<file path="config.mk">
export PLATFORM = sky130hd
export DESIGN_NAME = gray_coded_bit_flip_hill_climb_unit
export DESIGN_NICKNAME = d
export VERILOG_FILES = /design/src/hw/rtl/gcbf_pkg.sv /design/src/hw/rtl/gcbf_genome_mem.sv /design/src/hw/rtl/gcbf_flip_eval.sv /design/src/hw/rtl/gcbf_sum_ctrl.sv /design/src/hw/rtl/gray_coded_bit_flip_hill_climb_unit.sv
export SDC_FILE = /design/constraint.sdc
export NUM_CORES = 2
export LEC_CHECK = 0
export BUFFER_PORTS_ARGS = -buffer_cell sky130_fd_sc_hd__buf_2
export CORE_ASPECT_RATIO = 0.6
export CORE_MARGIN = 1
export CORE_UTILIZATION = 25
export CTS_CLUSTER_DIAMETER = 30
export DETAILED_ROUTE_END_ITERATION = 7
export GPL_TIMING_DRIVEN = 0
export HOLD_SLACK_MARGIN = 0.05
export SYNTH_ARGS = -nofsm -noshare
export SYNTH_HDL_FRONTEND = slang
export SYNTH_SLANG_ARGS = --single-unit
</file>
<file path="constraint.sdc">
create_clock -name i_clk -period 11.4 [get_ports i_clk]
set_input_delay 2.28 -clock i_clk [delete_from_list [all_inputs] [get_ports i_clk]]
set_output_delay 2.28 -clock i_clk [all_outputs]
set_load 0.03 [all_outputs]
</file>
<file path="src/hw/rtl/gcbf_pkg.sv">
// ----------------------------------------------------------------------------
// gcbf_pkg
// Shared types, constants and helpers for the Gray-coded bit-flip hill climber.
// ----------------------------------------------------------------------------
package gcbf_pkg;

    // Genome geometry
    localparam int MAX_DIMS  = 16;
    localparam int BITS_EACH = 16;
    localparam int DIM_W     = $clog2(MAX_DIMS);
    localparam int POS_W     = $clog2(BITS_EACH);
    localparam int SQ_W      = 2 * BITS_EACH;
    localparam int SUM_W     = 36;
    localparam int CNT_W     = 14;
    localparam int ADIM_W    = 5;
    localparam int CFG_IDX_W = 1;
    localparam int CFG_DAT_W = 14;

    // Centring constant M = 2^BITS_EACH - 1 and its square
    localparam logic [BITS_EACH-1:0] CODE_MAX = '1;
    localparam logic [SQ_W-1:0]      SQ_MAX   = CODE_MAX * CODE_MAX;

    // Reset values
    localparam logic [ADIM_W-1:0] RESET_ACTIVE = ADIM_W'(2);
    localparam logic [ADIM_W-1:0] ACTIVE_MAX   = ADIM_W'(MAX_DIMS);
    localparam logic [CNT_W-1:0]  RESET_BUDGET = CNT_W'(10000);
    localparam logic [CNT_W-1:0]  RESET_COUNT  = CNT_W'(1);
    localparam logic [SUM_W-1:0]  RESET_SUM    = SUM_W'(RESET_ACTIVE) * SUM_W'(SQ_MAX);

    // Configuration register indexes
    localparam logic [CFG_IDX_W-1:0] CFG_ACTIVE_DIMS = 1'b0;
    localparam logic [CFG_IDX_W-1:0] CFG_EVAL_BUDGET = 1'b1;

    typedef enum logic [1:0] {
        ST_REJECTED  = 2'd0,
        ST_ACCEPTED  = 2'd1,
        ST_EXHAUSTED = 2'd2,
        ST_RANGE     = 2'd3
    } t_status;

    typedef struct packed {
        logic [DIM_W-1:0] dim_index;
        logic [POS_W-1:0] bit_position;
    } t_in;

    typedef struct packed {
        logic [SUM_W-1:0] candidate_sum;
        logic [SUM_W-1:0] best_sum;
        t_status          status;
        logic [CNT_W-1:0] eval_count;
    } t_out;

    // One genome entry: Gray code plus the square of its centred value
    typedef struct packed {
        logic [BITS_EACH-1:0] gray;
        logic [SQ_W-1:0]      sq;
    } t_entry;

    // Gray of all-ones is the top bit alone; its centred value is M
    localparam t_entry ENTRY_RESET = '{gray: BITS_EACH'(1) << (BITS_EACH - 1), sq: SQ_MAX};

    // Gray to binary by a log-depth prefix XOR
    function automatic logic [BITS_EACH-1:0] gray_to_bin(input logic [BITS_EACH-1:0] g);
        logic [BITS_EACH-1:0] b;
        b = g;
        for (int s = 1; s < BITS_EACH; s = s * 2) begin
            b = b ^ (b >> s);
        end
        return b;
    endfunction

endpackage

</file>
<file path="src/hw/rtl/gcbf_genome_mem.sv">
// ----------------------------------------------------------------------------
// gcbf_genome_mem
// Genome store: one entry per dimension, one write and one registered read a
// cycle. Entries never written since the last clear read as the reset entry.
// ----------------------------------------------------------------------------
module gcbf_genome_mem (
    input  logic                  i_clk,
    input  logic                  i_rst_n,
    input  logic                  i_clear,
    input  logic [gcbf_pkg::DIM_W-1:0] i_rd_addr,
    output gcbf_pkg::t_entry      o_rd_entry,
    input  logic                  i_wr_en,
    input  logic [gcbf_pkg::DIM_W-1:0] i_wr_addr,
    input  gcbf_pkg::t_entry      i_wr_entry
);
    import gcbf_pkg::*;

    t_entry              r_mem [MAX_DIMS];
    logic [MAX_DIMS-1:0] r_valid;
    t_entry              r_rd_data;
    logic                r_rd_hit;

    // Storage array and registered read port
    always_ff @(posedge i_clk) begin
        if (i_wr_en) begin
            r_mem[i_wr_addr] <= i_wr_entry;
        end
        r_rd_data <= r_mem[i_rd_addr];
    end

    // Valid bits: drop all on reset or restart, set on write
    always_ff @(posedge i_clk) begin
        if (!i_rst_n || i_clear) begin
            r_valid  <= '0;
            r_rd_hit <= 1'b0;
        end else begin
            if (i_wr_en) begin
                r_valid[i_wr_addr] <= 1'b1;
            end
            r_rd_hit <= r_valid[i_rd_addr];
        end
    end

    assign o_rd_entry = r_rd_hit ? r_rd_data : ENTRY_RESET;

endmodule

</file>
<file path="src/hw/rtl/gcbf_flip_eval.sv">
// ----------------------------------------------------------------------------
// gcbf_flip_eval
// Apply one bit flip to a Gray code, decode it and square the centred value.
// ----------------------------------------------------------------------------
module gcbf_flip_eval (
    input  logic [gcbf_pkg::BITS_EACH-1:0] i_gray,
    input  logic [gcbf_pkg::POS_W-1:0]     i_pos,
    output logic [gcbf_pkg::BITS_EACH-1:0] o_gray_new,
    output logic [gcbf_pkg::SQ_W-1:0]      o_sq_new
);
    import gcbf_pkg::*;

    logic [BITS_EACH-1:0] bin_new;
    logic [BITS_EACH-1:0] mag;

    // Flip the selected code bit and decode
    assign o_gray_new = i_gray ^ (BITS_EACH'(1) << i_pos);
    assign bin_new    = gray_to_bin(o_gray_new);

    // |2b - M|: upper half gives 2b+1-2^n, lower half gives M-2b (the
    // complement of 2b); both are odd, so the bottom bit is always set
    assign mag = {bin_new[BITS_EACH-2:0] ^ {(BITS_EACH-1){~bin_new[BITS_EACH-1]}}, 1'b1};

    assign o_sq_new = SQ_W'(mag) * SQ_W'(mag);

endmodule

</file>
<file path="src/hw/rtl/gcbf_sum_ctrl.sv">
// ----------------------------------------------------------------------------
// gcbf_sum_ctrl
// Running sums, evaluation count and configuration. Decides each proposal
// from the squares delivered by the evaluation stage.
// ----------------------------------------------------------------------------
module gcbf_sum_ctrl (
    input  logic                            i_clk,
    input  logic                            i_rst_n,
    input  logic                            i_cfg_valid,
    input  logic [gcbf_pkg::CFG_IDX_W-1:0]  i_cfg_index,
    input  logic [gcbf_pkg::CFG_DAT_W-1:0]  i_cfg_data,
    output logic                            o_restart,
    input  logic                            i_go,
    input  logic [gcbf_pkg::DIM_W-1:0]      i_dim,
    input  logic [gcbf_pkg::SQ_W-1:0]       i_sq_old,
    input  logic [gcbf_pkg::SQ_W-1:0]       i_sq_new,
    output gcbf_pkg::t_out                  o_result,
    output logic                            o_wr_en
);
    import gcbf_pkg::*;

    logic [ADIM_W-1:0] r_active;
    logic [CNT_W-1:0]  r_budget;
    logic [SUM_W-1:0]  r_cur;
    logic [SUM_W-1:0]  r_best;
    logic [CNT_W-1:0]  r_count;

    logic [ADIM_W-1:0] cfg_active;
    logic [SUM_W-1:0]  cfg_sum;
    logic              exhausted;
    logic              in_range;
    logic              evaluate;
    logic [SUM_W-1:0]  cand;
    logic              improves;
    logic [SUM_W-1:0]  n_best;
    logic [CNT_W-1:0]  n_count;

    // Clamp the dimension count and form the restart sum
    always_comb begin
        cfg_active = i_cfg_data[ADIM_W-1:0];
        if (cfg_active == '0) begin
            cfg_active = ADIM_W'(1);
        end else if (cfg_active > ACTIVE_MAX) begin
            cfg_active = ACTIVE_MAX;
        end
        cfg_sum = SUM_W'(cfg_active) * SUM_W'(SQ_MAX);
    end

    assign o_restart = i_cfg_valid && (i_cfg_index == CFG_ACTIVE_DIMS);

    // Decide the proposal
    assign exhausted = r_count >= r_budget;
    assign in_range  = ADIM_W'(i_dim) < r_active;
    assign evaluate  = !exhausted && in_range;
    assign cand      = r_cur - SUM_W'(i_sq_old) + SUM_W'(i_sq_new);
    assign improves  = cand < r_cur;
    assign n_best    = (cand < r_best) ? cand : r_best;
    assign n_count   = r_count + CNT_W'(1);
    assign o_wr_en   = i_go && evaluate && improves;

    always_comb begin
        o_result.candidate_sum = r_cur;
        o_result.best_sum      = r_best;
        o_result.eval_count    = r_count;
        if (exhausted) begin
            o_result.status = ST_EXHAUSTED;
        end else if (!in_range) begin
            o_result.status = ST_RANGE;
        end else begin
            o_result.candidate_sum = cand;
            o_result.best_sum      = n_best;
            o_result.eval_count    = n_count;
            o_result.status        = improves ? ST_ACCEPTED : ST_REJECTED;
        end
    end

    // Hold state; restart on a dimension-count write, advance on each evaluated proposal
    always_ff @(posedge i_clk) begin
        if (!i_rst_n) begin
            r_active <= RESET_ACTIVE;
            r_budget <= RESET_BUDGET;
            r_cur    <= RESET_SUM;
            r_best   <= RESET_SUM;
            r_count  <= RESET_COUNT;
        end else if (i_cfg_valid) begin
            unique case (i_cfg_index)
                CFG_ACTIVE_DIMS: begin
                    r_active <= cfg_active;
                    r_cur    <= cfg_sum;
                    r_best   <= cfg_sum;
                    r_count  <= RESET_COUNT;
                end
                CFG_EVAL_BUDGET: begin
                    r_budget <= i_cfg_data[CNT_W-1:0];
                end
                default: begin
                end
            endcase
        end else if (i_go && evaluate) begin
            r_count <= n_count;
            r_best  <= n_best;
            if (improves) begin
                r_cur <= cand;
            end
        end
    end

endmodule

</file>
<file path="src/hw/rtl/gray_coded_bit_flip_hill_climb_unit.sv">
// ----------------------------------------------------------------------------
// gray_coded_bit_flip_hill_climb_unit
// Bit-flip hill climber over a Gray-coded genome with a sphere objective.
// ----------------------------------------------------------------------------
// Usage:
//   Proposals arrive on the in channel (dim_index, bit_position), one result
//   leaves on the out channel per proposal, in order. The config channel
//   writes active_dims (index 0, restarts the search) or eval_budget (index 1)
//   and is always ready; write it only while no proposal is in flight.
// Path: the genome read is issued at the edge on which a proposal transfers,
//   the flip and square go into the second stage and the sum update into the
//   output register, from which the result is presented.
// Throughput: one proposal per cycle while results are taken, set by the
//   single genome memory port and the sum loop. Two consecutive proposals on
//   the same dimension are held apart: the second waits in the read stage until
//   the first leaves, since it must see the written-back genome entry of the first.
// Reset: sums take active_dims * M^2, the evaluation count takes one and every
//   genome entry reads as the Gray code of all-ones through per-entry valid
//   bits; no clearing pass, the block accepts proposals at once.
// Stall: when the receiver holds off, the result waits in the output register
//   and the pipeline keeps taking proposals until all three stages are full.
// ----------------------------------------------------------------------------
module gray_coded_bit_flip_hill_climb_unit (
    input  logic                           i_clk,
    input  logic                           i_rst_n,
    input  logic                           i_in_valid,
    output logic                           o_in_ready,
    input  gcbf_pkg::t_in                  i_in_data,
    output logic                           o_out_valid,
    input  logic                           i_out_ready,
    output gcbf_pkg::t_out                 o_out_data,
    input  logic                           i_cfg_valid,
    output logic                           o_cfg_ready,
    input  logic [gcbf_pkg::CFG_IDX_W-1:0] i_cfg_index,
    input  logic [gcbf_pkg::CFG_DAT_W-1:0] i_cfg_data
);
    import gcbf_pkg::*;

    // Read stage
    logic              r_s1_valid;
    logic [DIM_W-1:0]  r_s1_dim;
    logic [POS_W-1:0]  r_s1_pos;
    // Square stage
    logic              r_s2_valid;
    logic [DIM_W-1:0]  r_s2_dim;
    logic [BITS_EACH-1:0] r_s2_gray_new;
    logic [SQ_W-1:0]   r_s2_sq_old;
    logic [SQ_W-1:0]   r_s2_sq_new;
    // Output register
    logic              r_out_valid;
    t_out              r_out_data;
    // Last write-back, for forwarding into the read stage
    logic              r_fw_valid;
    logic [DIM_W-1:0]  r_fw_dim;
    t_entry            r_fw_entry;

    logic              out_free;
    logic              s2_adv;
    logic              s2_free;
    logic              hazard;
    logic              s1_adv;
    logic              in_xfer;
    logic [DIM_W-1:0]  rd_addr;
    t_entry            rd_entry;
    t_entry            s1_entry;
    logic [BITS_EACH-1:0] s1_gray_new;
    logic [SQ_W-1:0]   s1_sq_new;
    logic              restart;
    t_out              result;
    logic              wr_en;
    t_entry            wr_entry;

    // Pipeline flow control
    assign out_free   = !r_out_valid || i_out_ready;
    assign s2_adv     = r_s2_valid && out_free;
    assign s2_free    = !r_s2_valid || s2_adv;
    assign hazard     = r_s2_valid && (r_s2_dim == r_s1_dim);
    assign s1_adv     = r_s1_valid && s2_free && !hazard;
    assign o_in_ready = !r_s1_valid || s1_adv;
    assign in_xfer    = i_in_valid && o_in_ready;
    assign o_cfg_ready = 1'b1;

    // Re-read the held entry while the read stage waits
    assign rd_addr = (r_s1_valid && !s1_adv) ? r_s1_dim : i_in_data.dim_index;

    gcbf_genome_mem u_mem (
        .i_clk      (i_clk),
        .i_rst_n    (i_rst_n),
        .i_clear    (restart),
        .i_rd_addr  (rd_addr),
        .o_rd_entry (rd_entry),
        .i_wr_en    (wr_en),
        .i_wr_addr  (r_s2_dim),
        .i_wr_entry (wr_entry)
    );

    // Forward the write that landed on the same edge as the read
    assign s1_entry = (r_fw_valid && (r_fw_dim == r_s1_dim)) ? r_fw_entry : rd_entry;

    gcbf_flip_eval u_eval (
        .i_gray     (s1_entry.gray),
        .i_pos      (r_s1_pos),
        .o_gray_new (s1_gray_new),
        .o_sq_new   (s1_sq_new)
    );

    gcbf_sum_ctrl u_ctrl (
        .i_clk       (i_clk),
        .i_rst_n     (i_rst_n),
        .i_cfg_valid (i_cfg_valid),
        .i_cfg_index (i_cfg_index),
        .i_cfg_data  (i_cfg_data),
        .o_restart   (restart),
        .i_go        (s2_adv),
        .i_dim       (r_s2_dim),
        .i_sq_old    (r_s2_sq_old),
        .i_sq_new    (r_s2_sq_new),
        .o_result    (result),
        .o_wr_en     (wr_en)
    );

    assign wr_entry = '{gray: r_s2_gray_new, sq: r_s2_sq_new};

    // Stage valids and forwarding record
    always_ff @(posedge i_clk) begin
        if (!i_rst_n) begin
            r_s1_valid  <= 1'b0;
            r_s2_valid  <= 1'b0;
            r_out_valid <= 1'b0;
            r_fw_valid  <= 1'b0;
        end else begin
            if (in_xfer) begin
                r_s1_valid <= 1'b1;
            end else if (s1_adv) begin
                r_s1_valid <= 1'b0;
            end
            if (s1_adv) begin
                r_s2_valid <= 1'b1;
            end else if (s2_adv) begin
                r_s2_valid <= 1'b0;
            end
            if (s2_adv) begin
                r_out_valid <= 1'b1;
            end else if (i_out_ready) begin
                r_out_valid <= 1'b0;
            end
            r_fw_valid <= wr_en && !restart;
        end
    end

    // Stage payloads
    always_ff @(posedge i_clk) begin
        if (in_xfer) begin
            r_s1_dim <= i_in_data.dim_index;
            r_s1_pos <= i_in_data.bit_position;
        end
        if (s1_adv) begin
            r_s2_dim      <= r_s1_dim;
            r_s2_gray_new <= s1_gray_new;
            r_s2_sq_old   <= s1_entry.sq;
            r_s2_sq_new   <= s1_sq_new;
        end
        if (s2_adv) begin
            r_out_data <= result;
        end
        if (wr_en) begin
            r_fw_dim   <= r_s2_dim;
            r_fw_entry <= wr_entry;
        end
    end

    assign o_out_valid = r_out_valid;
    assign o_out_data  = r_out_data;

endmodule

</file>
==> metrics <==
status=complete, but fails checks; failing checks=capacitance limit; die span in x=608 µm; async set or reset register ratio after synthesis=0%; largest net degree at the start of global routing=71; Root Buffer=clkbuf_16; Port-buffer cells=approximately 110; final wirelength=155,000 µm; Worst-Margin Slew=1.48 ns; clk buf depth=3; Final Skew=around 0.09 ns; critical path required time=approximately 12 ns; synth warn=0; slowest stage delay, CP=1.09 ns; Inserted Clock Buffers=119; Worst Hold End=u_mem.r_valid[13]; mean post-synth cell area=roughly 14 µm²; CTS H-tree depth=3; EDFF count, synth=944; Slowest-stage cell, CP=a21oi_1; antenna viol nets, final=0; Area Growth Syn to Fin=17.0%; FF+latch area=31,800 µm²; Total GRT Usage=13.7%; CP top delay family=compound AO/OA/AOI/OAI gates; Final Hold Fails=0; Tmin final=approximately 11 ns; post-DP HPWL=116,000 µm; period utilization=96.8%; post-synth top area cell=edfxtp_1; WHS Path Cells=2; reg2reg start=r_s2_sq_new[2]; Placed Instances=7,084; CTS clk-pin slew, worst paths=0.07 ns; largest cells by area after synthesis=edfxtp_1 51%, fa_1 7.4%, mux4_2 7.4%; reg-to-reg critical path endpoint=u_mem.r_mem[12][30]; HP Class=reg2reg; Rel. slew slack=under 10%; Initial DRC Count=4,595; fillers=21,900; Post-synth top flop=edfxtp_1; RSZ-0062 raised after global routing=false; R2R depth=26; Via Count=between 30,000 and 40,000; area occupied by multi-input gates=21,000 µm²; GPL Wtd Cong=0.942; Core Area=219,000 µm²; Synth Cell Area=55,100 µm²; vias in the first global route=between 30,000 and 40,000; synth unique cells=76; largest fanout on the critical path=between 50 and 60; drt pass-1 iters=6; wire per inst=21.1 µm; CP endpoint kind=flip-flop; FMAX=approximately 0.091 GHz; Die Y=around 370 µm; Most Frequent Cell on Critical Path=a21oi_1; Max Cap Viol=1; final slew viol count=0; CTS tree=done; syn_nets=4,490; top cell type's share of synthesized area=about 51%; Worst Path Arrival=11.52 ns; io pins=119; buffer and inverter count on the worst path=7; Synth Register Bits=1,115; postcts setup bufs=0; startpoint types=flip-flop; hold_sp=u_mem.r_valid[13]; fin cells=~7,300; DRC viols=0; initial antenna violation count=9; sequential area share after synthesis=57.7%; Total Die Area=222,000 µm²; later-pin clock latency in the skew report=0.78 ns; GRT overflow=0; Setup CP Type=reg2reg; Gate Count Post-Synth=about 4,000; Via density=4.74; Initial Utilization=25.1%; share of cells above drive strength 1=15.3%; Setup-failing EPs final=0; final net count=4,771; setup slack, reg-to-reg=0.36 ns; CTS sink count=1,115; first-pass GRT wire length=226,000 µm; Setup TNS=0 ns; # rows=133
[layer usage]
layer  share of wire [%]  vias to the layer above  track usage, %
li1                    -                    15100               -
met1                  50                    17600            22.2
met2                  36                     1761            16.9
met3                  12                      172            4.28
met4                 1.7                        0            2.80
met5                   0                        -               0
[cells in the final DEF (no fill, tap or decap), drive strengths merged, types with 82 or more instances in the layout]
| cell | count |
|---|---|
| buf | 206 |
| mux4 | 180 |
| a21oi | 136 |
| xnor2 | 106 |
| clkbuf | 252 |
| fa | 203 |
| nor2 | 150 |
| inv | 497 |
| edfxtp | 944 |
| nand2 | 384 |
| ha | 237 |
| and2 | 82 |
| dfxtp | 171 |
| o21ai | 137 |
[state kept, by name (all words and copies together) (netlist names), 4 cells and up]
| name | flops |
|---|---|
| u_ctrl.r_active | 5 |
| u_ctrl.r_budget | 14 |
| r_fw_entry | 45 |
| r_s2_gray_new | 15 |
| u_mem.r_valid | 16 |
| r_s1_dim | 4 |
| r_fw_dim | 4 |
| u_ctrl.r_count | 14 |
| o_out_data | 88 |
| r_s1_pos | 4 |
| u_mem.r_mem | 720 |
| u_ctrl.r_cur | 36 |
| r_s2_sq_old | 30 |
| r_s2_sq_new | 30 |
| u_mem.r_rd_data | 45 |
| r_s2_dim | 4 |
| u_ctrl.r_best | 36 |
[worst min-delay path, stage by stage (launching register included)]
cell and delay, ns:
dfxtp_1 0.32, nand2_1 0.04, o21ai_0 0.06
[kinds of logic after synthesis]
kind of cell | Yosys count | synth area share, %
AO/OA/AOI/OAI | 635 | 7.53
XOR/XNOR | 148 | 2.55
adder cells (fa/ha/maj) | 440 | 12.8
buffers and inverters | 632 | 4.43
flip-flops | 1115 | 57.7
multiplexers | 219 | 8.14
other | 1 | 0.00681
AND/OR/NAND/NOR | 832 | 6.86
[worst max path at each step]
stage | start | end | slack, ns | cells past startpoint
after floorplan | r_s2_sq_new[14] | u_mem.r_mem[12][10] | 0.66 | 25
after global placement | r_s2_sq_new[2] | u_mem.r_mem[8][30] | -6.77 | 22
after detailed placement | r_s1_dim[3] | r_s2_sq_new[30] | -0.71 | 33
after CTS | r_s1_dim[3] | r_s2_sq_new[30] | 0.0002 | 34
after global routing | r_s1_dim[1] | r_s2_sq_new[30] | 0.04 | 36
final | r_s2_sq_new[2] | u_mem.r_mem[12][30] | 0.36 | 26
[metrics by stage]
stage	instance area (µm²)	hold WS [ns]	utilization [%]	setup slack [ns]
6_report	64400	0.454	29.4	0.365
5_1_grt	64400	0.486	29.4	0.0387
4_1_cts	64300	0.455	29.4	0.000179
3_5_place_dp	60200	0.441	27.5	-0.706
3_3_place_gp	59300	0.430	27.1	-6.77
2_1_floorplan	55100	0.417	-	0.662
[what timing repair did]
item                                    in CTS  in global routing
endpoints found under the setup margin       8                 11
hold buffers                                 0                  0
gates resized for setup                      4                  9
[final cells by class]
type | count | share of cell area (%)
Sequential cell | 1115 | 49.3
Multi-Input combinational cell | 2275 | 32.7
Clock buffer | 138 | 4.84
Tap cell | 2902 | 5.64
Clock inverter | 89 | 1.61
Inverter | 472 | 2.76
Buffer | 160 | 1.04
Timing Repair Buffer | 160 | 2.10
Antenna cell | 7 | 0.0272
[synthesized netlist by cell type, drive strengths merged, types with 4 or more instances]
| library cell | count |
|---|---|
| buf | 46 |
| fa | 203 |
| nor4 | 4 |
| a22o | 13 |
| o2111ai | 11 |
| nand4 | 24 |
| inv | 470 |
| nor3 | 41 |
| o21ai | 137 |
| nor2b | 38 |
| a31oi | 71 |
| a221o | 7 |
| a21boi | 21 |
| a221oi | 4 |
| nor2 | 150 |
| xnor2 | 106 |
| nand3 | 46 |
| xor2 | 41 |
| dfxtp | 171 |
| mux2 | 30 |
| nand2b | 24 |
| a21o | 67 |
| a32oi | 4 |
| or2 | 5 |
| a41oi | 4 |
| clkbuf | 114 |
| o211ai | 22 |
| o31ai | 6 |
| mux4 | 180 |
| a31o | 6 |
| a211oi | 64 |
| nand2 | 384 |
| and2 | 82 |
| o221a | 4 |
| a21oi | 136 |
| o21bai | 14 |
| or3 | 4 |
| ha | 237 |
| edfxtp | 944 |
| o21a | 20 |
| and3 | 25 |
| mux2i | 9 |
Power is left out: the tool's default activity adds up to more than one toggle a clock period on the data nets, which glitch-free logic cannot reach.
